File: src/hdl/pcu_pkg.sv
// Package of the Pearson correlation unit: sizes, codes and shared types.
`timescale 1ns / 1ps

package pcu_pkg;

    localparam int MAX_SAMPLES = 1024;
    localparam int SAMPLE_BITS = 16;
    localparam int EFF_BITS    = (SAMPLE_BITS < 16) ? SAMPLE_BITS : 16;
    localparam int SEXT_SHIFT  = 16 - EFF_BITS;

    localparam int CNT_W   = $clog2(MAX_SAMPLES + 1);
    localparam int SUM_W   = 26;
    localparam int SQ_W    = 42;
    localparam int MUL_W   = 52;
    localparam int PROD_W  = 2 * MUL_W;
    localparam int VAR_W   = 53;
    localparam int REM_W   = PROD_W + 1;
    localparam int QUO_W   = 31;
    localparam int ROOT_W  = 16;
    localparam int BIT_W   = $clog2(ROOT_W);
    localparam int STEP_W  = 6;

    localparam int MUL_STEPS = MUL_W;

    // Controller states, one-hot
    typedef enum logic [9:0] {
        ST_ACCUM     = 10'b00_0000_0001,
        ST_FLUSH     = 10'b00_0000_0010,
        ST_MUL_LOAD  = 10'b00_0000_0100,
        ST_MUL_RUN   = 10'b00_0000_1000,
        ST_MUL_SAVE  = 10'b00_0001_0000,
        ST_CHECK     = 10'b00_0010_0000,
        ST_DIV_RUN   = 10'b00_0100_0000,
        ST_SQRT_LOAD = 10'b00_1000_0000,
        ST_SQRT_RUN  = 10'b01_0000_0000,
        ST_RESULT    = 10'b10_0000_0000
    } pcu_state_t;

    // Multiply operations of the final evaluation, in issue order
    typedef enum logic [2:0] {
        OP_NSAA = 3'd0,
        OP_SASA = 3'd1,
        OP_NSBB = 3'd2,
        OP_SBSB = 3'd3,
        OP_NSAB = 3'd4,
        OP_SASB = 3'd5,
        OP_VAVB = 3'd6,
        OP_MAG2 = 3'd7
    } pcu_op_t;

    typedef struct packed {
        logic             take;
        logic             mul_load;
        logic             mul_step;
        logic             mul_capture;
        pcu_op_t          op;
        logic             div_load;
        logic             div_step;
        logic             sqrt_load;
        logic             sqrt_step;
        logic [BIT_W-1:0] sqrt_bit;
        logic             out_load;
    } pcu_cmd_t;

    typedef struct packed {
        logic zero_var;
        logic out_free;
    } pcu_stat_t;

endpackage

File: src/hdl/pcu_ctrl.sv
// Controller state machine of the Pearson correlation unit.
`timescale 1ns / 1ps

module pcu_ctrl
    import pcu_pkg::*;
(
    input  logic      clk,
    input  logic      rst_n,
    input  logic      in_valid,
    input  logic      last_sample,
    input  pcu_stat_t stat,
    output logic      in_stall,
    output pcu_cmd_t  cmd
);

    pcu_state_t         state_reg, state_next;
    pcu_op_t            op_reg, op_next;
    logic [STEP_W-1:0]  cnt_reg, cnt_next;

    // Hold state, operation index and step count
    always_ff @(posedge clk or negedge rst_n)
    begin
        if (!rst_n)
        begin
            state_reg <= ST_ACCUM;
            op_reg    <= OP_NSAA;
            cnt_reg   <= '0;
        end
        else
        begin
            state_reg <= state_next;
            op_reg    <= op_next;
            cnt_reg   <= cnt_next;
        end
    end

    assign in_stall = (state_reg != ST_ACCUM);

    // Sequence accumulation, multiplies, divide, root and result
    always_comb
    begin
        state_next = state_reg;
        op_next    = op_reg;
        cnt_next   = cnt_reg;
        cmd        = '0;
        cmd.op     = op_reg;
        case (state_reg)
            ST_ACCUM:
            begin
                cmd.take = in_valid;
                if (in_valid && last_sample)
                begin
                    state_next = ST_FLUSH;
                end
            end
            ST_FLUSH:
            begin
                op_next    = OP_NSAA;
                state_next = ST_MUL_LOAD;
            end
            ST_MUL_LOAD:
            begin
                cmd.mul_load = 1'b1;
                cnt_next     = '0;
                state_next   = ST_MUL_RUN;
            end
            ST_MUL_RUN:
            begin
                cmd.mul_step = 1'b1;
                cnt_next     = cnt_reg + STEP_W'(1);
                if (cnt_reg == STEP_W'(MUL_STEPS - 1))
                begin
                    state_next = ST_MUL_SAVE;
                end
            end
            ST_MUL_SAVE:
            begin
                cmd.mul_capture = 1'b1;
                if (op_reg == OP_MAG2)
                begin
                    state_next = ST_CHECK;
                end
                else
                begin
                    op_next    = pcu_op_t'(op_reg + 3'd1);
                    state_next = ST_MUL_LOAD;
                end
            end
            ST_CHECK:
            begin
                if (stat.zero_var)
                begin
                    state_next = ST_RESULT;
                end
                else
                begin
                    cmd.div_load = 1'b1;
                    cnt_next     = '0;
                    state_next   = ST_DIV_RUN;
                end
            end
            ST_DIV_RUN:
            begin
                cmd.div_step = 1'b1;
                cnt_next     = cnt_reg + STEP_W'(1);
                if (cnt_reg == STEP_W'(QUO_W - 1))
                begin
                    state_next = ST_SQRT_LOAD;
                end
            end
            ST_SQRT_LOAD:
            begin
                cmd.sqrt_load = 1'b1;
                cnt_next      = '0;
                state_next    = ST_SQRT_RUN;
            end
            ST_SQRT_RUN:
            begin
                cmd.sqrt_step = 1'b1;
                cmd.sqrt_bit  = BIT_W'(ROOT_W - 1) - cnt_reg[BIT_W-1:0];
                cnt_next      = cnt_reg + STEP_W'(1);
                if (cnt_reg == STEP_W'(ROOT_W - 1))
                begin
                    state_next = ST_RESULT;
                end
            end
            ST_RESULT:
            begin
                if (stat.out_free)
                begin
                    cmd.out_load = 1'b1;
                    state_next   = ST_ACCUM;
                end
            end
            default:
            begin
                state_next = ST_ACCUM;
            end
        endcase
    end

endmodule

File: config.mk
export PLATFORM = sky130hd
export DESIGN_NAME = pcu_ctrl
export DESIGN_NICKNAME = d
export VERILOG_FILES = /design/src/hdl/pcu_pkg.sv /design/src/hdl/pcu_ctrl.sv
export SDC_FILE = /design/constraint.sdc
export NUM_CORES = 1
export LEC_CHECK = 0
export ABC_CLOCK_PERIOD_IN_PS = 4200
export BUFFER_PORTS_ARGS = -buffer_cell sky130_fd_sc_hd__buf_2
export CELL_PAD_IN_SITES_DETAIL_PLACEMENT = 0
export CELL_PAD_IN_SITES_GLOBAL_PLACEMENT = 1
export CORE_MARGIN = 4
export CORE_UTILIZATION = 44
export DETAILED_ROUTE_END_ITERATION = 12
export PLACE_DENSITY_LB_ADDON = 0.05
export SETUP_SLACK_MARGIN = 0.15
export SYNTH_ARGS = -nofsm -noshare
export SYNTH_HDL_FRONTEND = slang
export SYNTH_SLANG_ARGS = --single-unit
File: constraint.sdc
create_clock -name clk -period 4.2 [get_ports clk]
set_clock_uncertainty 0.2 [all_clocks]
set_input_delay 0.42 -clock clk [delete_from_list [all_inputs] [get_ports clk]]
set_output_delay 0.42 -clock clk [all_outputs]
set_load 0.01 [all_outputs]
==> flow_summary.yaml, run 1 <==
grt:
  antenna_found_initial: 0
  use_met1: 0.240
  grt_pass1_vias: 976
  grt_overflow_total: 0
  grt_usage: 0.168
  met3_usage: 0.0194
  grt_use_met2: 0.270
  busiest_layer: "met2"
  grt_max_degree: 20
  grt_pass1_wl_mm: 4.60
timing:
  worst_slew_pin_slew_ns: 0.700
  fin_crit_sh: 0.655
  finalSetupViolCount: 0
  fin_setup_tns_ns: 0
  slew_headroom: 0.530
  drv_slew: 0
  fmax_mhz: 364
  worst_slack_ns: 1.45
  rsz0062_at_grt: "false"
  fin_crit_ns: 2.75
  finalHoldViolCount: 0
logic_synthesis:
  synth_area_um2: 1190
  yosys.area.top_type: "dfrtp_1"
  async_flop_share: 1.00
  syn_nets: 138
  synthCells: 128
  synth_ff_type: "dfrtp_1"
  synth_seq_cells: 19
  synth_edf_count: 0
  synth_top_area_frac: 0.378
  yosys_warnings: 0
  syn_area_per_cell_um2: 9.32
  yosysSeqAreaShare: 0.400
  synthTopCellsByArea: "dfrtp_1, nor2_1, ha_1"
  synth_cell_types: 41
route:
  via_per_inst: 5.95
  route.detailed.drc: 0
  ant_nets: 0
  num_vias: 1088
  drtIter0Drc: 53
  dr.pass1.iters: 4
  routed_wl_mm: 2.73
  wl_per_cell_um: 14.9
setup_path:
  cp-start-kind: "flop"
  slowest_stage: "nor4_2"
  setup.worst_path.end: "cmd[1]"
  r2r_setup_slack_ns: 1.82
  path_max_fanout: 9
  arrival_ns: 2.13
  worst-path-buf-inv: 1
  crit_cells: 4
  cp.required_ns: 3.58
  critical_path_class: "flop to output pin"
  r2r-end: "cnt_reg[5]$_DFFE_PN0P_"
  reg2reg_depth: 4
  crit_chain: "nor4_2 -> nand4_1 -> nor2_1 -> buf_2"
  cp_slowest_stage_delay_ns: 0.66
  crit_family: "simple AND/OR/NAND/NOR gates"
  endpoint_kind: "output pin"
  r2r-start: "state_reg[2]$_DFFE_PN0P_"
  startpoint: "state_reg[4]$_DFFE_PN0P_"
finish:
  synthToLayoutAreaGrowth_pct: 14.8
  fin_nets: 164
  final_area_um2: 1370
  antennaDiodeCount: 0
  mostFrequentLayoutCell: "buf_2"
  final_cell_mix: "buf_2, dfrtp_1, nor2_1, inv_1"
  stdcell_count: 183
  utilization: 0.543
  drive_above_1_share: 0.216
  largest_reg_flops: 10
  fillers: 249
floorplan:
  die_w_um: 60.1
  num_rows: 18
  dieArea_um2: 3610
  dieHeight_um: 60.1
  initial_core_util: 0.473
  ios: 23
  core_um2: 2520
cts:
  clk_pin_slew_ns: 0.12
  cts_buffers: 3
  cts_setup_buffers: 0
  clock-root-buffer: "clkbuf_4"
  max-clock-path-buffers: 2
  cts_tree: "done"
  cts_max_level: 1
  cts_resized: 0
  clk_latency_ns: 0.30
  clock-sinks: 19
  cts_hold_buf: 1
place:
  dp_slack_ns: 1.80
  dpl-instance-area_um2: 1330
  dp_cells: 178
  dp_hpwl_mm: 2.12
  place.gp.congestion: 0.817
  port_buffers: 22
power:
  pwr-share-comb: 0.377
  internal_power_mw: 0.367
  p_leak_nw: 0.696
  pwr-share-clk: 0.152
  seqPwrFrac: 0.471
  ir_worst_vdd_mv: 0.266
  p_switching_mw: 0.260
  p_sw_frac: 0.415
  power_density_nw_per_um2: 458
hold_path:
  hold_path_class: "primary input to flop"
run:
  max_cap_violations: 0
run_status:
  outcome: "completed"
[cell families after synthesis]
family,synth area share
adders and majority gates,0.0420
muxes,0.0178
buffers and inverters,0.0420
xor gates and xnor gates,0.0367
DFF,0.400
and+or+nand+nor,0.297
AOI/OAI and AO/OA,0.165
[cell type report]
type | instances | area, µm² | area share
clock buffers | 3 | 22.5 | 0.0165
clock inverters | 1 | 5.00 | 0.00366
inverters | 11 | 41.3 | 0.0302
multi-input cells | 96 | 666 | 0.486
flip-flops and latches | 19 | 477 | 0.348
well taps | 30 | 37.5 | 0.0274
repair buffers | 23 | 120 | 0.0878
[power groups by stage]
| stage | Sequential [mW] | Clock [mW] | Combinational [mW] |
|---|---|---|---|
| after CTS | 0.293 | 0.0978 | 0.239 |
| final | 0.295 | 0.0954 | 0.236 |
| after detailed placement | 0.297 | 0 | 0.236 |
| after floorplan | 0.273 | 0 | 0.189 |
| after global routing | 0.304 | 0.106 | 0.270 |
| after global placement | 0.295 | 0 | 0.234 |
[layer usage]
layer	wire (µm)	up-vias
li1	-	530
met1	1250	521
met2	1290	35
met3	181	2
met4	13	0
met5	0	-
[stage by stage]
step                power, mW  hold slack, ns
finish                  0.627           0.128
global route            0.681           0.138
CTS                     0.630           0.123
detailed placement      0.533           0.185
global placement        0.529           0.180
floorplan               0.463         -0.0756
[synth_stat cells (3+ instances only)]
master,n
o21ai_0,6
dfrtp_1,18
and4b_1,4
nand2_1,3
ha_1,4
a21oi_1,3
inv_1,11
nand3_1,5
nor4_1,6
nor2_1,14
or3_1,3
nor3_1,5
o22ai_1,5
xor2_1,3
[how the worst min path moves through the flow]
stage,start,cells after the start,to,slack [ns]
floorplan,rst_n,0,cnt_reg[0]$_DFFE_PN0P_,-0.08
global placement,rst_n,1,state_reg[9]$_DFFE_PN0P_,0.18
detailed placement,rst_n,1,state_reg[9]$_DFFE_PN0P_,0.18
CTS,stat[1],2,state_reg[6]$_DFFE_PN0P_,0.12
global route,stat[1],2,state_reg[6]$_DFFE_PN0P_,0.14
finish,stat[1],2,state_reg[6]$_DFFE_PN0P_,0.13
(Power assumes the default switching activity.)
==> run 2, diff against run 1 <==
ABC_CLOCK_PERIOD_IN_PS = 2500   (was 4200)
CORE_UTILIZATION = 37   (was 44)
clock period = 2.5 ns   (was 4.2 ns; I/O delays follow)
==> run 2 against run 1 <==
Net effect:
- sequential share of layout area fell by 3.3 points
- clock power rose by 68%
- non-clock buffer count rose by 15
- count of clock-buffer cells in the layout rose by 1
- first-iteration DRC count fell by 32%
- utilization fell by 4.5 points
- setup slack got worse by 1.2 ns
- hold slack got worse by 0.11 ns
- combinational power rose by 100%
==> flow_summary.yaml, run 2 (synthesis results as in run 1) <==
route:
  routed_wl_mm: 3.12
  route.detailed.drc: 0
  drtIter0Drc: 36
  wl_per_cell_um: 14.7
  dr.pass1.iters: 4
  num_vias: 1117
  ant_nets: 0
  via_per_inst: 5.27
finish:
  largest_reg_flops: 10
  mostFrequentLayoutCell: "buf_2"
  final_cell_mix: "buf_2, dfrtp_1, buf_4, nor2_1, inv_1"
  antennaDiodeCount: 0
  synthToLayoutAreaGrowth_pct: 28.5
  drive_above_1_share: 0.333
  fillers: 304
  ff_latch_area_um2: 483
  stdcell_count: 212
  fin_nets: 179
  final_area_um2: 1530
  utilization: 0.498
  multi_input_area_um2: 689
place:
  place.gp.congestion: 0.770
  port_buffers: 22
  dp_slack_ns: 0.189
  dpl-instance-area_um2: 1390
  dp_cells: 197
  dp_hpwl_mm: 2.27
setup_path:
  cp.required_ns: 2.05
  arrival_ns: 1.81
  cp-start-kind: "flop"
  critical_path_class: "flop to output pin"
  path_max_fanout: 3
  endpoint_kind: "output pin"
power:
  internal_power_mw: 0.669
  p_total_mw: 1.12
  pwr-share-comb: 0.424
  p_switching_mw: 0.451
  ir_worst_vdd_mv: 0.337
  power_density_nw_per_um2: 731
  p_sw_frac: 0.403
  seqPwrFrac: 0.433
  pwr-share-clk: 0.143
  p_leak_nw: 0.761
cts:
  cts_max_level: 1
  clock-root-buffer: "clkbuf_4"
  cts_buffers: 3
  cts_tree: "done"
  clock-sinks: 19
  clk_latency_ns: 0.29
  clk_pin_slew_ns: 0.11
  max-clock-path-buffers: 2
grt:
  grt_max_degree: 20
  grt_pass1_vias: 1096
  grt_overflow_total: 0
  grt_pass1_wl_mm: 5.20
  antenna_found_initial: 0
  grt_usage: 0.159
floorplan:
  initial_core_util: 0.387
  dieArea_um2: 4200
  dieHeight_um: 64.8
  die_w_um: 64.8
  num_rows: 20
  core_um2: 3080
  ios: 23
hold_path:
  hold_path_class: "primary input to flop"
timing:
  worst_slack_ns: 0.241
  hold_ws_ns: 0.0194
  rsz0062_at_grt: "true"
  slew_headroom: 0.627
  fin_crit_ns: 2.26
  worst_slew_pin_slew_ns: 0.554
  fmax_mhz: 443
  finalSetupViolCount: 0
  finalHoldViolCount: 0
  fin_setup_tns_ns: 0
  drv_slew: 0
  fin_crit_sh: 0.904
run_status:
  outcome: "completed"
run:
  max_cap_violations: 0
## run 2: cell count changes in the layout (fill, tap and decap cells not counted), sizes merged
cell         delta
buf            +13
clkinv          -1
clkbuf          +1
dlygate4sd3     +2
## run 2: power groups by stage
stage | Sequential (mW) | Clock (mW) | Combinational (mW)
5_1_grt | 0.505 | 0.186 | 0.546
3_5_place_dp | 0.499 | 0 | 0.440
4_1_cts | 0.485 | 0.168 | 0.472
6_report | 0.485 | 0.160 | 0.475
3_3_place_gp | 0.496 | 0 | 0.436
2_1_floorplan | 0.459 | 0 | 0.318
## run 2: layer usage
layer,vias up,routed length (µm),share of wire,track usage
met5,-,0,0,0
met4,0,33,0.011,0.0396
met3,4,96,0.031,0.0277
met2,25,1470,0.47,0.262
met1,528,1520,0.49,0.215
li1,560,-,-,-
## run 2: final timing paths
path / start / end / slack, ns / cells after the start
setup / recovery: state_reg[9]$_DFFE_PN0P_ / cmd[8] / 0.24 / 4
hold / removal: in_valid / state_reg[0]$_DFFE_PN1P_ / 0.02 / 3
setup reg to reg: state_reg[9]$_DFFE_PN0P_ / cnt_reg[5]$_DFFE_PN0P_ / 0.29 / 4
hold reg to reg: op_reg[1]$_DFFE_PN0P_ / op_reg[1]$_DFFE_PN0P_ / 0.35 / 1
max in group asynchronous: rst_n / state_reg[0]$_DFFE_PN1P_ / 1.54 / 2
min in group asynchronous: rst_n / state_reg[8]$_DFFE_PN0P_ / 0.22 / 2
## run 2: cell type report
| type | count | area share |
|---|---|---|
| clock buffers | 4 | 0.0171 |
| inverters | 11 | 0.0269 |
| multi-input cells | 96 | 0.450 |
| flip-flops and latches | 19 | 0.315 |
| well taps | 44 | 0.0359 |
| repair buffers | 38 | 0.155 |
## run 2: repair_timing
action | 4_1_cts | 5_1_grt
pin swaps | 1 | 1
endpoints found under the hold margin | 20 | 0
hold buffers | 3 | 0
setup endpoints to repair | 2 | 7
buffers inserted | 4 | 4
resized for setup | 5 | 7
## run 2: worst max-delay path, stage by stage (launching register included)
cell and delay (ns):
dfrtp_2 0.44, or4_4 0.50, or3_4 0.35, nor2_2 0.08, buf_2 0.13
