$ cat src/hdl/pcu_pkg.sv
// Package of the Pearson correlation unit: sizes, codes and shared types.
`timescale 1ns / 1ps

package pcu_pkg;

    localparam int MAX_SAMPLES = 1024;
    localparam int SAMPLE_BITS = 16;
    localparam int EFF_BITS    = (SAMPLE_BITS < 16) ? SAMPLE_BITS : 16;
    localparam int SEXT_SHIFT  = 16 - EFF_BITS;

    localparam int CNT_W   = $clog2(MAX_SAMPLES + 1);
    localparam int SUM_W   = 26;
    localparam int SQ_W    = 42;
    localparam int MUL_W   = 52;
    localparam int PROD_W  = 2 * MUL_W;
    localparam int VAR_W   = 53;
    localparam int REM_W   = PROD_W + 1;
    localparam int QUO_W   = 31;
    localparam int ROOT_W  = 16;
    localparam int BIT_W   = $clog2(ROOT_W);
    localparam int STEP_W  = 6;

    localparam int MUL_STEPS = MUL_W;

    // Controller states, one-hot
    typedef enum logic [9:0] {
        ST_ACCUM     = 10'b00_0000_0001,
        ST_FLUSH     = 10'b00_0000_0010,
        ST_MUL_LOAD  = 10'b00_0000_0100,
        ST_MUL_RUN   = 10'b00_0000_1000,
        ST_MUL_SAVE  = 10'b00_0001_0000,
        ST_CHECK     = 10'b00_0010_0000,
        ST_DIV_RUN   = 10'b00_0100_0000,
        ST_SQRT_LOAD = 10'b00_1000_0000,
        ST_SQRT_RUN  = 10'b01_0000_0000,
        ST_RESULT    = 10'b10_0000_0000
    } pcu_state_t;

    // Multiply operations of the final evaluation, in issue order
    typedef enum logic [2:0] {
        OP_NSAA = 3'd0,
        OP_SASA = 3'd1,
        OP_NSBB = 3'd2,
        OP_SBSB = 3'd3,
        OP_NSAB = 3'd4,
        OP_SASB = 3'd5,
        OP_VAVB = 3'd6,
        OP_MAG2 = 3'd7
    } pcu_op_t;

    typedef struct packed {
        logic             take;
        logic             mul_load;
        logic             mul_step;
        logic             mul_capture;
        pcu_op_t          op;
        logic             div_load;
        logic             div_step;
        logic             sqrt_load;
        logic             sqrt_step;
        logic [BIT_W-1:0] sqrt_bit;
        logic             out_load;
    } pcu_cmd_t;

    typedef struct packed {
        logic zero_var;
        logic out_free;
    } pcu_stat_t;

endpackage

$ cat src/hdl/pcu_datapath.sv
// Datapath of the Pearson correlation unit: accumulators, shared multiplier,
// divider, square root and output register.
`timescale 1ns / 1ps

module pcu_datapath
    import pcu_pkg::*;
(
    input  logic               clk,
    input  logic               rst_n,
    input  logic signed [15:0] sample_a,
    input  logic signed [15:0] sample_b,
    input  pcu_cmd_t           cmd,
    output pcu_stat_t          stat,
    input  logic               out_stall,
    output logic               out_valid,
    output logic signed [15:0] correlation,
    output logic               zero_variance,
    output logic               too_many_samples
);

    // Input stage: sign-extended samples and their products
    logic signed [15:0] a_ext, b_ext;
    logic signed [31:0] aa_w, bb_w, ab_w;

    assign a_ext = $signed(sample_a << SEXT_SHIFT) >>> SEXT_SHIFT;
    assign b_ext = $signed(sample_b << SEXT_SHIFT) >>> SEXT_SHIFT;
    assign aa_w  = a_ext * a_ext;
    assign bb_w  = b_ext * b_ext;
    assign ab_w  = a_ext * b_ext;

    logic               s1_valid_reg;
    logic signed [15:0] s1_a_reg, s1_b_reg;
    logic signed [31:0] s1_aa_reg, s1_bb_reg, s1_ab_reg;

    always_ff @(posedge clk or negedge rst_n)
    begin
        if (!rst_n)
        begin
            s1_valid_reg <= 1'b0;
        end
        else
        begin
            s1_valid_reg <= cmd.take;
        end
    end

    always_ff @(posedge clk)
    begin
        if (cmd.take)
        begin
            s1_a_reg  <= a_ext;
            s1_b_reg  <= b_ext;
            s1_aa_reg <= aa_w;
            s1_bb_reg <= bb_w;
            s1_ab_reg <= ab_w;
        end
    end

    // Accumulators: drop pairs past the limit, clear after each result
    logic [CNT_W-1:0]        pair_count_reg;
    logic signed [SUM_W-1:0] sum_a_reg, sum_b_reg;
    logic [SQ_W-1:0]         sum_sq_a_reg, sum_sq_b_reg;
    logic signed [SQ_W-1:0]  sum_product_reg;
    logic                    overflow_seen_reg;

    always_ff @(posedge clk or negedge rst_n)
    begin
        if (!rst_n)
        begin
            pair_count_reg    <= '0;
            sum_a_reg         <= '0;
            sum_b_reg         <= '0;
            sum_sq_a_reg      <= '0;
            sum_sq_b_reg      <= '0;
            sum_product_reg   <= '0;
            overflow_seen_reg <= 1'b0;
        end
        else if (cmd.out_load)
        begin
            pair_count_reg    <= '0;
            sum_a_reg         <= '0;
            sum_b_reg         <= '0;
            sum_sq_a_reg      <= '0;
            sum_sq_b_reg      <= '0;
            sum_product_reg   <= '0;
            overflow_seen_reg <= 1'b0;
        end
        else if (s1_valid_reg)
        begin
            if (pair_count_reg == CNT_W'(MAX_SAMPLES))
            begin
                overflow_seen_reg <= 1'b1;
            end
            else
            begin
                pair_count_reg  <= pair_count_reg + CNT_W'(1);
                sum_a_reg       <= sum_a_reg + SUM_W'(s1_a_reg);
                sum_b_reg       <= sum_b_reg + SUM_W'(s1_b_reg);
                sum_sq_a_reg    <= sum_sq_a_reg + SQ_W'(unsigned'(s1_aa_reg));
                sum_sq_b_reg    <= sum_sq_b_reg + SQ_W'(unsigned'(s1_bb_reg));
                sum_product_reg <= sum_product_reg + SQ_W'(s1_ab_reg);
            end
        end
    end

    // Magnitudes of the signed sums
    logic [SUM_W-1:0] abs_sa, abs_sb;
    logic [SQ_W-1:0]  abs_sab;

    assign abs_sa  = sum_a_reg[SUM_W-1] ? (~sum_a_reg + SUM_W'(1)) : sum_a_reg;
    assign abs_sb  = sum_b_reg[SUM_W-1] ? (~sum_b_reg + SUM_W'(1)) : sum_b_reg;
    assign abs_sab = sum_product_reg[SQ_W-1] ? (~sum_product_reg + SQ_W'(1))
                                             : sum_product_reg;

    logic [VAR_W-1:0] tmp_reg, va_reg, vb_reg, num_reg;
    logic [PROD_W-1:0] p_reg, x_reg;
    logic [VAR_W-1:0] mag;

    assign mag = num_reg[VAR_W-1] ? (~num_reg + VAR_W'(1)) : num_reg;

    // Select multiplier operands and product sign
    logic [MUL_W-1:0] opa, opb;
    logic             op_neg;

    always_comb
    begin
        opa    = '0;
        opb    = '0;
        op_neg = 1'b0;
        case (cmd.op)
            OP_NSAA:
            begin
                opa = MUL_W'(pair_count_reg);
                opb = MUL_W'(sum_sq_a_reg);
            end
            OP_SASA:
            begin
                opa = MUL_W'(abs_sa);
                opb = MUL_W'(abs_sa);
            end
            OP_NSBB:
            begin
                opa = MUL_W'(pair_count_reg);
                opb = MUL_W'(sum_sq_b_reg);
            end
            OP_SBSB:
            begin
                opa = MUL_W'(abs_sb);
                opb = MUL_W'(abs_sb);
            end
            OP_NSAB:
            begin
                opa    = MUL_W'(pair_count_reg);
                opb    = MUL_W'(abs_sab);
                op_neg = sum_product_reg[SQ_W-1];
            end
            OP_SASB:
            begin
                opa    = MUL_W'(abs_sa);
                opb    = MUL_W'(abs_sb);
                op_neg = sum_a_reg[SUM_W-1] ^ sum_b_reg[SUM_W-1];
            end
            OP_VAVB:
            begin
                opa = va_reg[MUL_W-1:0];
                opb = vb_reg[MUL_W-1:0];
            end
            OP_MAG2:
            begin
                opa = mag[MUL_W-1:0];
                opb = mag[MUL_W-1:0];
            end
            default:
            begin
                opa = '0;
            end
        endcase
    end

    // Shift-add multiplier: one multiplier bit per cycle
    logic [MUL_W-1:0]  mcand_reg;
    logic [PROD_W-1:0] prod_reg;
    logic              neg_reg;
    logic [MUL_W:0]    mul_sum;

    assign mul_sum = {1'b0, prod_reg[PROD_W-1:MUL_W]}
                   + {1'b0, (prod_reg[0] ? mcand_reg : MUL_W'(0))};

    always_ff @(posedge clk)
    begin
        if (cmd.mul_load)
        begin
            mcand_reg <= opa;
            prod_reg  <= {MUL_W'(0), opb};
            neg_reg   <= op_neg;
        end
        else if (cmd.mul_step)
        begin
            prod_reg <= {mul_sum, prod_reg[MUL_W-1:1]};
        end
    end

    // Fold products into variances, numerator and the two wide terms
    logic [VAR_W-1:0] sprod;

    assign sprod = neg_reg ? (~prod_reg[VAR_W-1:0] + VAR_W'(1)) : prod_reg[VAR_W-1:0];

    always_ff @(posedge clk)
    begin
        if (cmd.mul_capture)
        begin
            case (cmd.op)
                OP_NSAA, OP_NSBB, OP_NSAB: tmp_reg <= sprod;
                OP_SASA: va_reg  <= tmp_reg - sprod;
                OP_SBSB: vb_reg  <= tmp_reg - sprod;
                OP_SASB: num_reg <= tmp_reg - sprod;
                OP_VAVB: p_reg   <= prod_reg;
                OP_MAG2: x_reg   <= prod_reg;
                default: tmp_reg <= sprod;
            endcase
        end
    end

    assign stat.zero_var = (va_reg == '0) || (vb_reg == '0);

    // Restoring divider: floor(mag^2 * 2^30 / (va * vb)), one bit per cycle
    logic [REM_W-1:0] rem_reg;
    logic [QUO_W-1:0] quo_reg;
    logic [REM_W:0]   div_diff;
    logic             div_ge;
    logic [REM_W-1:0] rem_keep;

    assign div_diff = {1'b0, rem_reg} - {2'b00, p_reg};
    assign div_ge   = !div_diff[REM_W];
    assign rem_keep = div_ge ? div_diff[REM_W-1:0] : rem_reg;

    always_ff @(posedge clk)
    begin
        if (cmd.div_load)
        begin
            rem_reg <= {1'b0, x_reg};
            quo_reg <= '0;
        end
        else if (cmd.div_step)
        begin
            rem_reg <= {rem_keep[REM_W-2:0], 1'b0};
            quo_reg <= {quo_reg[QUO_W-2:0], div_ge};
        end
    end

    // Integer square root of the quotient, one root bit per cycle
    logic [ROOT_W-1:0]   root_reg;
    logic [ROOT_W-1:0]   cand;
    logic [2*ROOT_W-1:0] cand_sq;

    assign cand    = root_reg | (ROOT_W'(1) << cmd.sqrt_bit);
    assign cand_sq = cand * cand;

    always_ff @(posedge clk)
    begin
        if (cmd.sqrt_load)
        begin
            root_reg <= '0;
        end
        else if (cmd.sqrt_step && (cand_sq <= (2*ROOT_W)'(quo_reg)))
        begin
            root_reg <= cand;
        end
    end

    // Output register: sign, clamp and hold until taken
    logic        out_valid_reg;
    logic [15:0] corr_next;

    always_comb
    begin
        if (stat.zero_var)
        begin
            corr_next = '0;
        end
        else if (num_reg[VAR_W-1])
        begin
            corr_next = ~root_reg + 16'd1;
        end
        else if (root_reg[ROOT_W-1])
        begin
            corr_next = 16'h7FFF;
        end
        else
        begin
            corr_next = root_reg;
        end
    end

    always_ff @(posedge clk or negedge rst_n)
    begin
        if (!rst_n)
        begin
            out_valid_reg <= 1'b0;
        end
        else if (cmd.out_load)
        begin
            out_valid_reg <= 1'b1;
        end
        else if (!out_stall)
        begin
            out_valid_reg <= 1'b0;
        end
    end

    logic signed [15:0] corr_reg;
    logic               zv_reg, tms_reg;

    always_ff @(posedge clk)
    begin
        if (cmd.out_load)
        begin
            corr_reg <= $signed(corr_next);
            zv_reg   <= stat.zero_var;
            tms_reg  <= overflow_seen_reg;
        end
    end

    assign stat.out_free    = !out_valid_reg || !out_stall;
    assign out_valid        = out_valid_reg;
    assign correlation      = corr_reg;
    assign zero_variance    = zv_reg;
    assign too_many_samples = tms_reg;

endmodule

$ cat config.mk
export PLATFORM = sky130hd
export DESIGN_NAME = pcu_datapath
export DESIGN_NICKNAME = d
export VERILOG_FILES = /design/src/hdl/pcu_pkg.sv /design/src/hdl/pcu_datapath.sv
export SDC_FILE = /design/constraint.sdc
export NUM_CORES = 2
export LEC_CHECK = 0
export BUFFER_PORTS_ARGS = -buffer_cell sky130_fd_sc_hd__buf_4
export CORE_ASPECT_RATIO = 1.2
export CORE_MARGIN = 2
export CORE_UTILIZATION = 54
export CTS_CLUSTER_SIZE = 16
export DETAILED_ROUTE_END_ITERATION = 10
export GPL_TIMING_DRIVEN = 0
export PLACE_DENSITY_LB_ADDON = 0.1
export SYNTH_ARGS = -nofsm -noshare
export SYNTH_HDL_FRONTEND = slang
export SYNTH_SLANG_ARGS = --single-unit
$ cat constraint.sdc
create_clock -name clk -period 13.3 [get_ports clk]
set_clock_uncertainty 0.15 [all_clocks]
set_input_delay 2.66 -clock clk [delete_from_list [all_inputs] [get_ports clk]]
set_output_delay 2.66 -clock clk [all_outputs]
set_load 0.02 [all_outputs]
==> out/qor.csv <==
metric;value;unit
status;finished with violations;
failing checks;capacitance limit, slew limit;
Distinct cells, synth;98;
leak pwr;47.6;nW
final net count;12200;
Final Max Tran Viols;14;
WL met1;124;mm
drt pass-1 iters;6;
worst min path class;reg2reg;
WL/cell;26.6;um
critical path launch point;cmd[2];
Final Hold Fails;0;
Crit Path Class;in2reg;
# IOs;72;
mapped cell area;98500;um2
syn nets;12000;
CP Launch Type;primary input;
clock root cell;clkbuf_16;
CP most frequent cell;inv_1;
critical path fanouts, max;10;
max reg flops;105;
Residual DRC;0;
post-CTS sizing;0;
Vias;77800;
cells on worst reg2reg path;39;
site row count;171;
Synth Register Bits;1063;
drt total wl;347;mm
routability cong.;1.12;
post-synth top area share;0.235;
htree depth;3;
Post-CTS Setup Inserts;0;
vias in the first global route;79200;
Layout Utilization;0.589;
crit path max-delay cell type;clkinv_1;
Placeable Area;181000;um2
clk sinks;1063;
Tmin final;12.80;ns
Post-Syn Area per Cell;9.59;um2
Tot Pwr;27.3;mW
max_slew headroom;-0.0549;
Fmax;78.1;MHz
most common cell after layout, fill and taps aside;inv_1;
Die Area;186000;um2
ranking of synthesized cells by area;edfxtp_1 (24%), fa_1 (18%), ha_1 (9.5%);
ys async rst share;0.181;
clk buf depth;3;
Layout area overhead;8.16;%
Post-CTS Hold Buffers;0;
maximum VDD drop;680;uV
initial antenna violation count;13;
Worst R2R End;root_reg[9]$_SDFFE_PP0P_;
Finished Layout Cells;13000;
FF-to-FF setup slack;2.56;ns
RSZ-0062 raised after global routing;no;
Clock transition at path regs;0.06;ns
pin count of the biggest net entering global routing;113;
max-cap violations;4;
vias per cell;5.98;
Least-Margin Pin Slew;1.57;ns
Placed Instances;12800;
final worst-path cycle share;0.962;
routed wl met3;21.5;mm
EDFF count, synth;771;
synth warn;0;
post-synthesis sequential area ratio;0.304;
CP peak stage delay;0.59;ns
GRT overflow;0;
area leader, netlist;edfxtp_1;
setup TNS;0;ns
Post-synth top flop;edfxtp_1;
final setup violation count;0;
Hold Path Origin;overflow_seen_reg$_DFFE_PN0P_;
PwrDens;256;nW/um2
worst hold path depth;0;
Final ANT Viol Nets;0;
Mapped Cells;10300;
post-DP HPWL;282;mm
DIE HEIGHT;472;um
highest metal used;met5;
gr usage total;0.372;
Met2 Wirelength;165;mm
TritonCTS Buffers;117;
die width;394;um
TritonCTS clock tree;built;
first-pass GRT wire length;511;mm
critical path required time;13.83;ns
FF-to-FF Start;root_reg[8]$_SDFFE_PP0P_;
starting density of the core;0.544;
Crit. End Element;flip-flop;
layout cells sized above 1;0.0450;
worst skew pair latency;0.81;ns
Worst EP arrival;13.33;ns
Hold EP;too_many_samples$_DFFE_PP_;
number of port buffers;65;
First DRT Iteration DRCs;6412;
most frequent cells in the layout;inv_1 (1480), nand2_1 (910), fa_1 (908);
-- cell families (layout without fill, tap and decap cells) --
logic type                 count (synthesis)  after routing  synth area share
xor gates and xnor gates                 666            666            0.0592
muxes                                    170            170            0.0187
and+or+nand+nor                         2652           2652             0.126
adders and majority gates               1655           1655             0.279
AOI/OAI and AO/OA                       2165           2165             0.139
buffers and inverters                   1900           2204            0.0728
DFF                                     1063           1063             0.304
other                                      0             16                 0
-- power breakdown --
group | switching [mW] | internal, mW
Sequential | 0.627 | 4.96
Combinational | 10.9 | 7.34
Clock | 1.53 | 1.93
Total | 13.1 | 14.2
-- critical path, delay by kind of cell --
kind | cells | cell delay, ns
AO/OA/AOI/OAI | 16 | 4.05
adder cells (fa/ha/maj) | 8 | 3.68
XOR/XNOR | 1 | 0.26
buffers and inverters | 10 | 1.64
AND/OR/NAND/NOR | 6 | 1.04
-- synth_stat cells, types with 76 or more instances --
cell type and number:
inv_1 1481, nand2_1 910, fa_1 908, edfxtp_1 771, a21oi_1 763, ha_1 746
nor2_1 716, xnor2_1 409, o21ai_0 406, clkbuf_1 350, a21o_1 267, and2_1 261
xor2_1 257, dfrtp_1 192, nand3_1 113, nor3_1 107, dfxtp_1 100, o21bai_1 98
nand2b_1 93, nand4_1 93, mux2_2 92, nor2b_1 84, mux2i_1 76
-- worst max-delay path by stage --
stage	end	cells past startpoint
final	root_reg[9]$_SDFFE_PP0P_	41
after global routing	root_reg[11]$_SDFFE_PP0P_	41
after CTS	root_reg[11]$_SDFFE_PP0P_	42
after detailed placement	root_reg[11]$_SDFFE_PP0P_	42
after global placement	root_reg[11]$_SDFFE_PP0P_	41
after floorplan	root_reg[11]$_SDFFE_PP0P_	41
-- layer usage --
metal  vias to the layer above  GRT usage
met2                      2999      0.625
met1                     38700      0.418
met4                        12      0.316
met5                         -          0
li1                      35200          -
met3                       945     0.0560
-- cell type report --
type / count / area [um2]
Fill cell: 15700 / 74500
Clock inverter: 91 / 1090
Sequential cell: 1063 / 30000
Multi-Input combinational cell: 7308 / 61500
Antenna cell: 16 / 40.0
Buffer: 403 / 1550
Timing Repair Buffer: 81 / 791
Clock buffer: 132 / 3000
Tap cell: 2422 / 3030
Inverter: 1497 / 5620
-- stage by stage --
step,setup WS (ns),instance area [um2],hold slack [ns]
2_1_floorplan,1.86,98500,0.276
3_3_place_gp,-0.532,102000,0.309
3_5_place_dp,-0.615,102000,0.314
4_1_cts,0.152,106000,0.331
5_1_grt,0.0145,107000,0.344
6_report,0.500,107000,0.319
(Power assumes the default switching activity.)
